**config.mk**
```make
export PLATFORM = sky130hd
export DESIGN_NAME = msort_ram
export DESIGN_NICKNAME = d
export VERILOG_FILES = /design/src/rtl/core/msort_ram.sv
export SDC_FILE = /design/constraint.sdc
export NUM_CORES = 2
export LEC_CHECK = 0
export BUFFER_PORTS_ARGS = -buffer_cell sky130_fd_sc_hd__buf_4
export CAP_MARGIN = 20
export CELL_PAD_IN_SITES_DETAIL_PLACEMENT = 1
export CELL_PAD_IN_SITES_GLOBAL_PLACEMENT = 1
export CORE_MARGIN = 2
export CORE_UTILIZATION = 47
export DETAILED_ROUTE_END_ITERATION = 12
export HOLD_SLACK_MARGIN = 0.12
export PLACE_DENSITY = 0.68
export SLEW_MARGIN = 20
export SYNTH_ARGS = -nofsm -noshare
export SYNTH_HDL_FRONTEND = slang
export SYNTH_SLANG_ARGS = --single-unit
```
**constraint.sdc**
```tcl
create_clock -name aclk -period 3.9 [get_ports aclk]
set_input_delay 0.39 -clock aclk [delete_from_list [all_inputs] [get_ports aclk]]
set_output_delay 0.39 -clock aclk [all_outputs]
set_load 0.005 [all_outputs]
```
**src/rtl/core/msort_ram.sv**
```systemverilog
`timescale 1ns / 1ps

module msort_ram #(
    parameter int DEPTH  = 64,
    parameter int ADDR_W = 6,
    parameter int WIDTH  = 32
) (
    input  logic              aclk,
    input  logic              we,
    input  logic [ADDR_W-1:0] waddr,
    input  logic [WIDTH-1:0]  wdata,
    input  logic [ADDR_W-1:0] raddr_a,
    input  logic [ADDR_W-1:0] raddr_b,
    output logic [WIDTH-1:0]  rdata_a,
    output logic [WIDTH-1:0]  rdata_b
);

    logic [WIDTH-1:0] mem [DEPTH];

    always_ff @(posedge aclk) begin
        if (we) begin
            mem[waddr] <= wdata;
        end
        rdata_a <= mem[raddr_a];
        rdata_b <= mem[raddr_b];
    end

endmodule

```
Word-level counts from Yosys, hierarchy flattened
Memories as Yosys holds them, arrays and structs flattened. A register that Yosys moved wholly into a read port is not among the register bits.
Cells that the tools add are included.
{"block": "totals", "reg_bits": 0, "ram_bits": 2048, "out_inout_bits": 64, "word_cells": 3, "memories": 1}
{"name": "mem", "words": 64, "word_bits": 32, "rd": 2, "rd_clocked_by_memory_dff": 2, "write_ports": 1, "line_no": "18", "rtl": "logic [WIDTH-1:0] mem [DEPTH];"}
{"block": "classes", "mux": 2}
{"op": "$mux 1", "count": 2}

Longest topological paths before layout
{"block": "depth", "ltp_word": 2, "depth_mapped": 10, "depth_no_buf": 5}

Worst setup path after synthesis
Ideal clock, no wire load.
{"block": "synth_timing", "kind": "input-to-reg", "from": "input port waddr[3]", "to": "memory mem[48][0] (enable)", "arrival_time_ps": 3120, "required_ps": 3439, "slack_ps": 319, "path_stages": 4, "n_path_buf": 1, "path_cell_list": "clkbuf_1 nor2b_1 nand4b_1 nor3_1"}
{"item": "from (decl)", "line_no": "10", "rtl": "input logic [ADDR_W-1:0] waddr,"}
{"item": "to (decl)", "line_no": "18"}
No word-level cell before the write port.

==> results.yml <==
drt:
  wl_met3_um: 32900
  drtAntennaViolNets: 0
  met2_length_um: 148000
  wirelength_um: 313000
  drt-initial-drc-count: 7194
  num_vias: 53200
  first_pass_iters: 5
  viasPerCell: 7.00
  wl_per_cell_um: 41.2
  drc: 0
  top_layer: "met5"
  met1_length_um: 120000
sta:
  max-slew-margin-rel: 0.266
  final-hold-violation-count: 0
  rsz0062_at_grt: "no"
  skew_ns: 0.0382
  max_freq_mhz: 351
  finalCritPeriodShare: 0.731
  setup_viol: 0
  final.setup.worst_slack_ns: 1.05
  fin_setup_tns_ns: 0
  worstMarginPinSlew_ns: 1.10
  finalMaxSlewViolations: 0
  whs_ns: 0.200
  fin_crit_ns: 2.85
synthesis:
  synth_nets: 4464
  avgSynthCellArea_um2: 21.7
  yosysTopAreaCellShare: 0.643
  synth-edff-count: 2048
  ys_seq_elements: 2112
  synth_cell_types: 38
  yosysWarnings: 0
  yosysTopAreaCell: "edfxtp_1"
  syn_area_um2: 95700
  seq_area_frac_synth: 0.656
  synth_area_leaders: "edfxtp_1, mux4_2, mux2i_1"
  syn_inst: 4412
  synth_common_cells: "edfxtp_1, mux4_2, mux2i_1"
  synth_ff_type: "edfxtp_1"
  synth_most_common_cell: "edfxtp_1"
  async_reset_ff_frac: 0
hold_path:
  hold_class: "in2reg"
  hold_path_end: "rdata_a[6]"
  hold_start: "raddr_a[5]"
  hold_path_depth: 3
finish:
  nNetsFinal: 4784
  fill_cells: 17200
  drive_above_1_share: 0.399
  final_cells: 7603
  area_growth_pct: 14.7
  final_cell_area_um2: 110000
clocking:
  cts_tree: "done"
  htreeDepth: 4
  clock_latency_ns: 0.88
  cts_buffer_depth: 3
  clock_sinks: 2112
  clk_pin_slew_ns: 0.06
  cts_root_buffer: "clkbuf_16"
  cts-resized-gates: 0
  cts_made_buffers: 217
worst_setup_path:
  end_kind: "flip-flop"
  crit_family: "buffers and inverters"
  critPathMaxFanout: 33
  crit_type: "in2reg"
  slowest_delay_ns: 0.77
  r2r_end: "rdata_b[8]"
  worstPathRequired_ns: 4.57
  cp_slowest_cell: "o22ai_1"
  worst_r2r_path_depth: 4
  cp_cell_sequence: "buf_8 > buf_12 > buf_12 > buf_4 > mux4_2 > mux4_2 > o22ai_1 > a21oi_1"
  regToRegSetupSlack_ns: 1.35
  start_kind: "primary input"
  cp_data_arrival_time_ns: 3.52
  r2r_start: "mem[23][8]"
  critical_path_buf_inv_count: 4
flow_run:
  drv_cap: 0
place:
  place_hpwl_um: 185000
  portBuffers: 115
  place_inst: 7150
  placed_area_um2: 102000
  gp_congestion: 0.816
  pre_cts_ws_ns: 0.0845
grt:
  grt_antenna_before_repair: 22
  grt_use_total: 0.305
  grt_max_degree: 65
  grt_pass1_vias: 54800
  grt_pass1_wl_um: 437000
  grt_overflow: 0
pwr:
  cellPowerDensity_nw_per_um2: 461
  vdd_drop_max_uv: 359
  power.leakage_nw: 34.6
floorplanning:
  core_area_um2: 202000
  die_area_um2: 207000
  initial_core_util: 0.473
  die_w_um: 455
  num_rows: 165
  io_pins: 116
  die_h_um: 455
run_status:
  outcome: "finished, final reports clean"
==> state kept, by name, summed over array words and instances (netlist names) <==
register  cells
mem        2048
rdata_b      32
rdata_a      32
==> cells in the final DEF (no fill, tap or decap), types with 13 or more instances in the layout <==
cell type	Yosys	layout
mux2i_1	204	204
dfxtp_1	64	64
a221oi_1	13	13
clkbuf_8	0	29
nor2_1	94	31
bufinv_16	0	17
o221ai_1	16	16
mux4_2	1124	1124
a21oi_1	58	58
o22ai_1	56	56
clkbuf_16	0	217
dlygate4sd3_1	0	35
buf_4	55	302
nor2_4	0	63
o211ai_1	27	27
a211oi_1	15	15
nand2_1	93	91
nor2b_1	19	16
mux2_2	36	36
clkinv_2	0	30
a22oi_1	85	85
edfxtp_1	2048	2048
clkbuf_1	135	64
clkinv_1	0	32
o21ai_1	31	31
buf_12	0	103
o21ai_0	18	18
==> report_power, final <==
group          switching (mW)  internal [mW]  leakage (nW)  total [mW]
registers               0.193           25.1          19.0        25.3
logic                    2.48           1.87          12.2        4.35
clock network            8.91           11.9          3.46        20.8
==> timing repair <==
action / CTS / global route
endpoints found under the hold margin: 2045 / 0
hold buffers: 35 / 0
buffers inserted: 0 / 0
==> worst max-delay path by stage <==
stage	from	endpoint	slack [ns]	cells after the start
final	raddr_b[0]	rdata_b[8]	1.05	8
after global routing	raddr_b[0]	rdata_b[8]	0.75	8
after CTS	raddr_b[0]	rdata_b[8]	1.02	8
after detailed placement	raddr_b[0]	rdata_b[8]	0.08	8
after global placement	raddr_b[0]	rdata_b[8]	0.13	8
after floorplan	waddr[3]	mem[48][0]	0.32	4
==> kinds of logic after synthesis <==
| family | Yosys count | synth area share |
|---|---|---|
| AO/OA/AOI/OAI | 340 | 0.0239 |
| multiplexers | 1364 | 0.290 |
| AND/OR/NAND/NOR | 248 | 0.0113 |
| flip-flops | 2112 | 0.656 |
| buffers and inverters | 348 | 0.0183 |
==> stage by stage <==
stage	utilization	power [mW]
2_1_floorplan	-	28.1
3_3_place_gp	0.505	30.0
3_5_place_dp	0.505	30.1
4_1_cts	0.542	50.7
5_1_grt	0.542	51.7
6_report	0.542	50.5
==> layer usage <==
layer,vias to the layer above,track usage
li1,20200,-
met1,29400,0.425
met2,3112,0.476
met3,552,0.0719
met4,12,0.107
met5,-,0
==> cell type report <==
| type | instances | area [um2] | share of cell area |
|---|---|---|---|
| flip-flops and latches | 2112 | 62800 | 0.572 |
| clock inverters | 100 | 1030 | 0.00938 |
| diodes | 8 | 20.0 | 0.000183 |
| clock buffers | 310 | 6070 | 0.0553 |
| well taps | 2672 | 3340 | 0.0305 |
| inverters | 1 | 3.75 | 0.0000342 |
| multi-input cells | 1952 | 31600 | 0.289 |
| repair buffers | 448 | 4790 | 0.0437 |
==> worst reg2reg max path, delay by kind of cell (launching register included) <==
family	cells	cell delay, ns
DFF	1	0.40
muxes	2	1.00
AOI/OAI and AO/OA	2	0.97
(Power assumes the default switching activity.)
