--- config.mk ---
export PLATFORM = sky130hd
export DESIGN_NAME = msort_merge
export DESIGN_NICKNAME = d
export VERILOG_FILES = /design/src/rtl/core/msort_pkg.sv /design/src/rtl/core/msort_merge.sv
export SDC_FILE = /design/constraint.sdc
export NUM_CORES = 1
export LEC_CHECK = 0
export BUFFER_PORTS_ARGS = -buffer_cell sky130_fd_sc_hd__buf_2
export CAP_MARGIN = 25
export CELL_PAD_IN_SITES_DETAIL_PLACEMENT = 1
export CELL_PAD_IN_SITES_GLOBAL_PLACEMENT = 1
export CORE_MARGIN = 2
export CORE_UTILIZATION = 35
export CTS_CLUSTER_DIAMETER = 40
export DETAILED_ROUTE_END_ITERATION = 6
export PLACE_DENSITY = 0.81
export SLEW_MARGIN = 20
export SYNTH_ARGS = -nofsm -noshare
export SYNTH_HDL_FRONTEND = slang
export SYNTH_SLANG_ARGS = --single-unit
--- constraint.sdc ---
create_clock -name aclk -period 4.6 [get_ports aclk]
set_input_delay 1.15 -clock aclk [delete_from_list [all_inputs] [get_ports aclk]]
set_output_delay 1.15 -clock aclk [all_outputs]
set_load 0.005 [all_outputs]
--- src/rtl/core/msort_pkg.sv ---
`timescale 1ns / 1ps

package msort_pkg;

    localparam int DATA_W        = 32;
    localparam int MAX_ITEMS_DEF = 64;

    typedef enum logic [1:0] {
        S_LOAD,
        S_SORT,
        S_FETCH,
        S_SHOW
    } core_state_t;

    typedef enum logic [1:0] {
        E_IDLE,
        E_RUN,
        E_READ,
        E_WRITE
    } eng_state_t;

    // merge engine status toward the core
    typedef struct packed {
        logic busy;
        logic done;     // one-cycle pulse, sorted set ready
        logic src_sel;  // 0: data buffer holds the current source / result
    } eng_status_t;

endpackage

--- src/rtl/core/msort_merge.sv ---
`timescale 1ns / 1ps

module msort_merge
    import msort_pkg::*;
#(
    parameter int ADDR_W = 6,
    parameter int CNT_W  = 7
) (
    input  logic              aclk,
    input  logic              aresetn,
    input  logic              start,
    input  logic [CNT_W-1:0]  n,
    input  logic [DATA_W-1:0] rd_data_a,
    input  logic [DATA_W-1:0] rd_data_b,
    output logic [ADDR_W-1:0] rd_addr_a,
    output logic [ADDR_W-1:0] rd_addr_b,
    output logic              wr_en,
    output logic [ADDR_W-1:0] wr_addr,
    output logic [DATA_W-1:0] wr_data,
    output eng_status_t       stat
);

    localparam int SUM_W = CNT_W + 1;

    eng_state_t state_reg, state_next;
    logic [CNT_W-1:0] n_reg, n_next;
    logic [CNT_W-1:0] width_reg, width_next;
    logic [CNT_W-1:0] lo_reg, lo_next;
    logic [CNT_W-1:0] mid_reg, mid_next;
    logic [CNT_W-1:0] hi_reg, hi_next;
    logic [CNT_W-1:0] i_reg, i_next;
    logic [CNT_W-1:0] j_reg, j_next;
    logic [CNT_W-1:0] k_reg, k_next;
    logic             src_sel_reg, src_sel_next;
    logic             done_reg, done_next;

    logic [SUM_W-1:0] w2_sum, mid_sum, hi_sum, n_ext;
    logic             take_left;
    logic [CNT_W-1:0] k_inc;

    assign n_ext   = {1'b0, n_reg};
    assign w2_sum  = {1'b0, width_reg} << 1;
    assign mid_sum = {1'b0, lo_reg} + {1'b0, width_reg};
    assign hi_sum  = {1'b0, lo_reg} + w2_sum;
    assign k_inc   = k_reg + CNT_W'(1);

    // the shared compare unit; left run wins ties
    assign take_left = (i_reg < mid_reg) &&
                       ((j_reg >= hi_reg) || ($signed(rd_data_a) <= $signed(rd_data_b)));

    always_comb begin
        state_next = state_reg;
        case (state_reg)
            E_IDLE: begin
                if (start) begin
                    state_next = (n <= CNT_W'(1)) ? E_IDLE : E_RUN;
                end
            end
            E_RUN:   state_next = E_READ;
            E_READ:  state_next = E_WRITE;
            E_WRITE: begin
                if (k_inc == hi_reg) begin
                    if (hi_reg == n_reg && w2_sum >= n_ext) begin
                        state_next = E_IDLE;
                    end else begin
                        state_next = E_RUN;
                    end
                end else begin
                    state_next = E_READ;
                end
            end
            default: state_next = E_IDLE;
        endcase
    end

    always_comb begin
        rd_addr_a    = i_reg[ADDR_W-1:0];
        rd_addr_b    = j_reg[ADDR_W-1:0];
        wr_en        = (state_reg == E_WRITE);
        wr_addr      = k_reg[ADDR_W-1:0];
        wr_data      = take_left ? rd_data_a : rd_data_b;
        stat.busy    = (state_reg != E_IDLE);
        stat.done    = done_reg;
        stat.src_sel = src_sel_reg;
    end

    always_comb begin
        n_next       = n_reg;
        width_next   = width_reg;
        lo_next      = lo_reg;
        mid_next     = mid_reg;
        hi_next      = hi_reg;
        i_next       = i_reg;
        j_next       = j_reg;
        k_next       = k_reg;
        src_sel_next = src_sel_reg;
        done_next    = 1'b0;
        case (state_reg)
            E_IDLE: begin
                if (start) begin
                    n_next       = n;
                    width_next   = CNT_W'(1);
                    lo_next      = '0;
                    src_sel_next = 1'b0;
                    done_next    = (n <= CNT_W'(1));
                end
            end
            E_RUN: begin
                mid_next = (mid_sum > n_ext) ? n_reg : mid_sum[CNT_W-1:0];
                hi_next  = (hi_sum > n_ext) ? n_reg : hi_sum[CNT_W-1:0];
                i_next   = lo_reg;
                j_next   = (mid_sum > n_ext) ? n_reg : mid_sum[CNT_W-1:0];
                k_next   = lo_reg;
            end
            E_WRITE: begin
                k_next = k_inc;
                if (take_left) begin
                    i_next = i_reg + CNT_W'(1);
                end else begin
                    j_next = j_reg + CNT_W'(1);
                end
                if (k_inc == hi_reg) begin
                    if (hi_reg == n_reg) begin
                        // pass over: swap buffers, double run width
                        lo_next      = '0;
                        width_next   = w2_sum[CNT_W-1:0];
                        src_sel_next = ~src_sel_reg;
                        done_next    = (w2_sum >= n_ext);
                    end else begin
                        lo_next = hi_reg;
                    end
                end
            end
            default: ;
        endcase
    end

    always_ff @(posedge aclk) begin
        if (!aresetn) begin
            state_reg   <= E_IDLE;
            done_reg    <= 1'b0;
            src_sel_reg <= 1'b0;
        end else begin
            state_reg   <= state_next;
            done_reg    <= done_next;
            src_sel_reg <= src_sel_next;
        end
        n_reg     <= n_next;
        width_reg <= width_next;
        lo_reg    <= lo_next;
        mid_reg   <= mid_next;
        hi_reg    <= hi_next;
        i_reg     <= i_next;
        j_reg     <= j_next;
        k_reg     <= k_next;
    end

endmodule

Word level (Yosys, flattened, before mapping)
Index checks and enable logic that the tools add are counted.

Equal/unequal tests: 10. Multiplexer cells: 29. Add/sub/neg operators: 5. Bitwise gates (word level): 1. Order comparisons: 7. Reductions and logical operators: 12.

Operator list (number): $mux 7 (10); $pmux 7 s2 (5); $le 32x32->1 (1); $mux 32 (1); $add 7x1->7 const B (3); $gt 8x7->1 (2); $eq 7x7->1 (2); $add 7x7->8 (1); $add 7x8->8 (1); $ge 8x7->1 (1); $mux 1 (8); $pmux 2 s4 (1); $ge 7x7->1 (1); $le 7x1->1 const B (1); $lt 7x7->1 (1); $ne 2x1->1 const B (3); $reduce_and 2->1 (3); $reduce_bool 2->1 (3); $eq 2x2->1 const B (2); $mux 2 (2); $ne 2x2->1 const B (2); $pmux 1 s2 (2); $reduce_and 4->1 (1); $reduce_and 3->1 (1); other kinds (5) (6).

Word-level logic and storage cells: 75. Bits in registers: 60.

Depth between registers and ports, before layout
Depth after elaboration: 5. Depth in mapped cells: 16. Mapped depth without buffers: 15.

Least setup slack after synthesis
OpenSTA, ideal clock, no wires.

Kind: input to output. Start: input port rd_data_b[17]. End: output port wr_data[10]. Data arrival time: 3111 ps. Slack: 339 ps. Stages on the path: 10. Path buffers: 1. Cells stage by stage: inv_1 ha_1 a21o_1 nand3_1 a21oi_1 nor3_1 o31ai_1 o311ai_2 buf_2 mux2_2.

Cells in the longest elaborated chain, start to end: 4.

Ends and longest elaborated chain: start, declared (RTL line msort_merge.sv:14) `input logic [DATA_W-1:0] rd_data_b,`; $le 32x32->1 (RTL line msort_merge.sv:49) `((j_reg >= hi_reg) || ($signed(rd_data_a) <= $signed(rd_data_b)));`; $logic_or 1x1->1 (RTL line msort_merge.sv:49); $logic_and 1x1->1 (RTL line msort_merge.sv:48) `assign take_left = (i_reg < mid_reg) &&`; $mux 32 (RTL line msort_merge.sv:81) `wr_data = take_left ? rd_data_a : rd_data_b;`; end, declared (RTL line msort_merge.sv:19) `output logic [DATA_W-1:0] wr_data,`.

Every way passes these cells.

Worst setup path after layout
Start: input port rd_data_b[22]. End: output port wr_data[10].

Same word-level chain as after synthesis.

==> run metrics <==
Die Area=16700 µm²; GRT Total Usage=19.2%; failing checks=negative setup slack; Post-Synth XOR/XNOR Area=6.53%; routed len/inst=19.8 µm; vias in the first global route=5069; compound-cell area share of the yosys netlist=11.9%; top cells by area, synth=edfxtp_1 (31%), ha_1 (19%), mux2_2 (11%), inv_1 (4.5%), a21oi_1 (3.5%); n_diodes=0; most frequent cells in the layout=buf_2 (125), ha_1 (78), inv_1 (64), edfxtp_1 (56), mux2_2 (51); CP required=3.45 ns; DP Area=6280 µm²; setup TNS=-0.233 ns; CTS tree=built; Unique masters post-synth=54; Num CTS Buffers=9; Synth Area in Adders=20.1%; Setup CP Type=input pin to primary output; instance count of the mapped netlist=546; worst IR drop on VDD=0.349 mV; Post-Layout Cell Count=883; post-route cell area=6830 µm²; Area Growth Syn to Fin=24.2%; count of buffers from port buffering=127; Root Driver=clkbuf_16; max-slew violations=0; HPWL Detailed=13.3 mm; clock tree sinks=60; Worst Hold Depth=1; vias=4714; pre-CTS WS=-0.0378 ns; Yosys reg bits=60; post-synthesis mux area share=10.8%; hold buffer count at cts=0; YS warnings=0; I/O pin count=128; Most used DFF post-synth=edfxtp_1; final period utilization=101%; endpoint kind of the worst setup timing path=primary output; Rows=45; mean post-synth cell area=10.1 µm²; Via density=5.34; Overflow after GRT=0; type of origin of the critical path=input pin; main combinational cell family by area after synthesis=adder cells; Worst-Skew Late Latency=0.33 ns; largest net degree at the start of global routing=43; first-pass GRT wire length=25.1 mm; Clock Skew=0.00994 ns; gpl congestion=0.912; MaxCap Viol Count=0; register area share after synthesis=32.0%; Clock Pin Slew Worst Setup and Hold Paths=0.05 ns; Detailed Route Iter0 Violations=206; core area=15300 µm²; EDFF count, synth=56; width of the die=129 µm; Worst R2R Path Depth=14; post-route setup slack=-0.0369 ns; endpoints failing setup=17; # DRC=0; fmax=216 MHz; Post-Syn Area=5500 µm²; commonest non-fill, non-tap cell in the layout=buf_2; final net count=828; Starting Density=36.0%; dpl cells=860; worst hold path class=flop to flop; height of the die=129 µm; final WL=17.5 mm; Final Hold Vio Count=0; asr flop ratio synth=0%; fraction of layout cells with a size suffix above 1=33.6%; post-synth top area share=30.6%; TritonRoute pass-1 iters=4; Tmin final=4.64 ns; pwr/cell area=762 nW/µm²; antenna-violating nets left=0; syn_nets=707; initial antenna violation count=0; Clock H-tree levels=3; CTS max path bufs=2; leading area contributor after synthesis=edfxtp_1; worst-margin pin slew=0.742 ns; LEAKAGE=3.13 nW; Worst Path Arrival=3.49 ns; status=finished, violations left; Max-Slew Margin vs Limit=50.4%; Crit Path Max Fanout=8; simple-gate share of the synthesized area=10.7%; WHS=0.554 ns
==> per-layer routing <==
layer | share of wire (%) | global-route usage, %
met1 | 40 | 21.6
met2 | 51 | 35.6
met3 | 6.3 | 3.63
met4 | 3.1 | 7.80
met5 | 0 | 0
==> layout make-up <==
type | count | area [µm²]
multi-input cells | 391 | 3430
repair buffers | 139 | 832
well taps | 211 | 264
clock buffers | 9 | 225
clock inverters | 7 | 67.6
inverters | 66 | 248
flip-flops and latches | 60 | 1760
fillers | 1727 | 8430
==> cells by family after synthesis <==
kind of cell	after synthesis
and+or+nand+nor	111
DFF	60
AOI/OAI and AO/OA	103
xor gates and xnor gates	37
muxes	53
adders and majority gates	87
buffers and inverters	95
==> metrics by stage <==
step / utilization, % / power, mW
floorplan: - / 3.23
global placement: 41.2 / 3.97
detailed placement: 41.2 / 4.20
CTS: 43.1 / 4.91
global route: 44.8 / 5.57
finish: 44.8 / 5.21
==> worst max-delay path: stages <==
cell and delay, ns:
buf_2 0.11, inv_1 0.07, ha_4 0.27, nand4_1 0.21
nor4_4 0.33, nor2_2 0.08, or3_4 0.35, o311ai_4 0.09
buf_12 0.19, clkbuf_16 0.15, mux2_2 0.34, buf_2 0.13
==> synthesized netlist by cell type, types with 2 or more instances <==
master and number:
a2111oi_0 2, o21a_1 9, a31oi_1 2, nor2_1 25
nor2b_1 7, nor3_1 7, mux2_2 52, nand2_1 18
dfxtp_1 4, o21ai_0 21, a21oi_1 39, a21o_1 7
nor4_1 3, o21bai_1 5, xor2_1 12, ha_1 85
a211oi_1 3, xnor3_1 2, and2_1 6, xnor2_1 22
edfxtp_1 56, and3_1 10, clkbuf_1 5, fa_1 2
buf_4 20, inv_1 66, nand4_1 12, buf_2 3
or4_1 2, nand2b_1 5, o22ai_1 2, o211ai_1 2
nand3_1 9
==> report_power, final <==
part,internal (mW),switching [mW]
combinational,1.72,1.61
sequential,0.957,0.254
clock,0.416,0.252
total,3.09,2.12
==> worst paths after layout <==
check / startpoint / endpoint / slack, ns
setup / recovery: rd_data_b[22] / wr_data[10] / -0.04
hold reg to reg: src_sel_reg$_SDFFE_PN0P_ / src_sel_reg$_SDFFE_PN0P_ / 0.55
hold / removal: src_sel_reg$_SDFFE_PN0P_ / src_sel_reg$_SDFFE_PN0P_ / 0.55
setup reg to reg: width_reg[0]$_SDFFCE_PN1P_ / j_reg[5]$_DFFE_PP_ / 0.56
==> repair_timing <==
item	CTS	global route
endpoints found under the setup margin	26	32
gates cloned	0	4
pin swaps	0	5
gates resized for setup	1	17
buffers inserted	0	3
hold endpoints to repair	0	0
(Power assumes the default switching activity.)
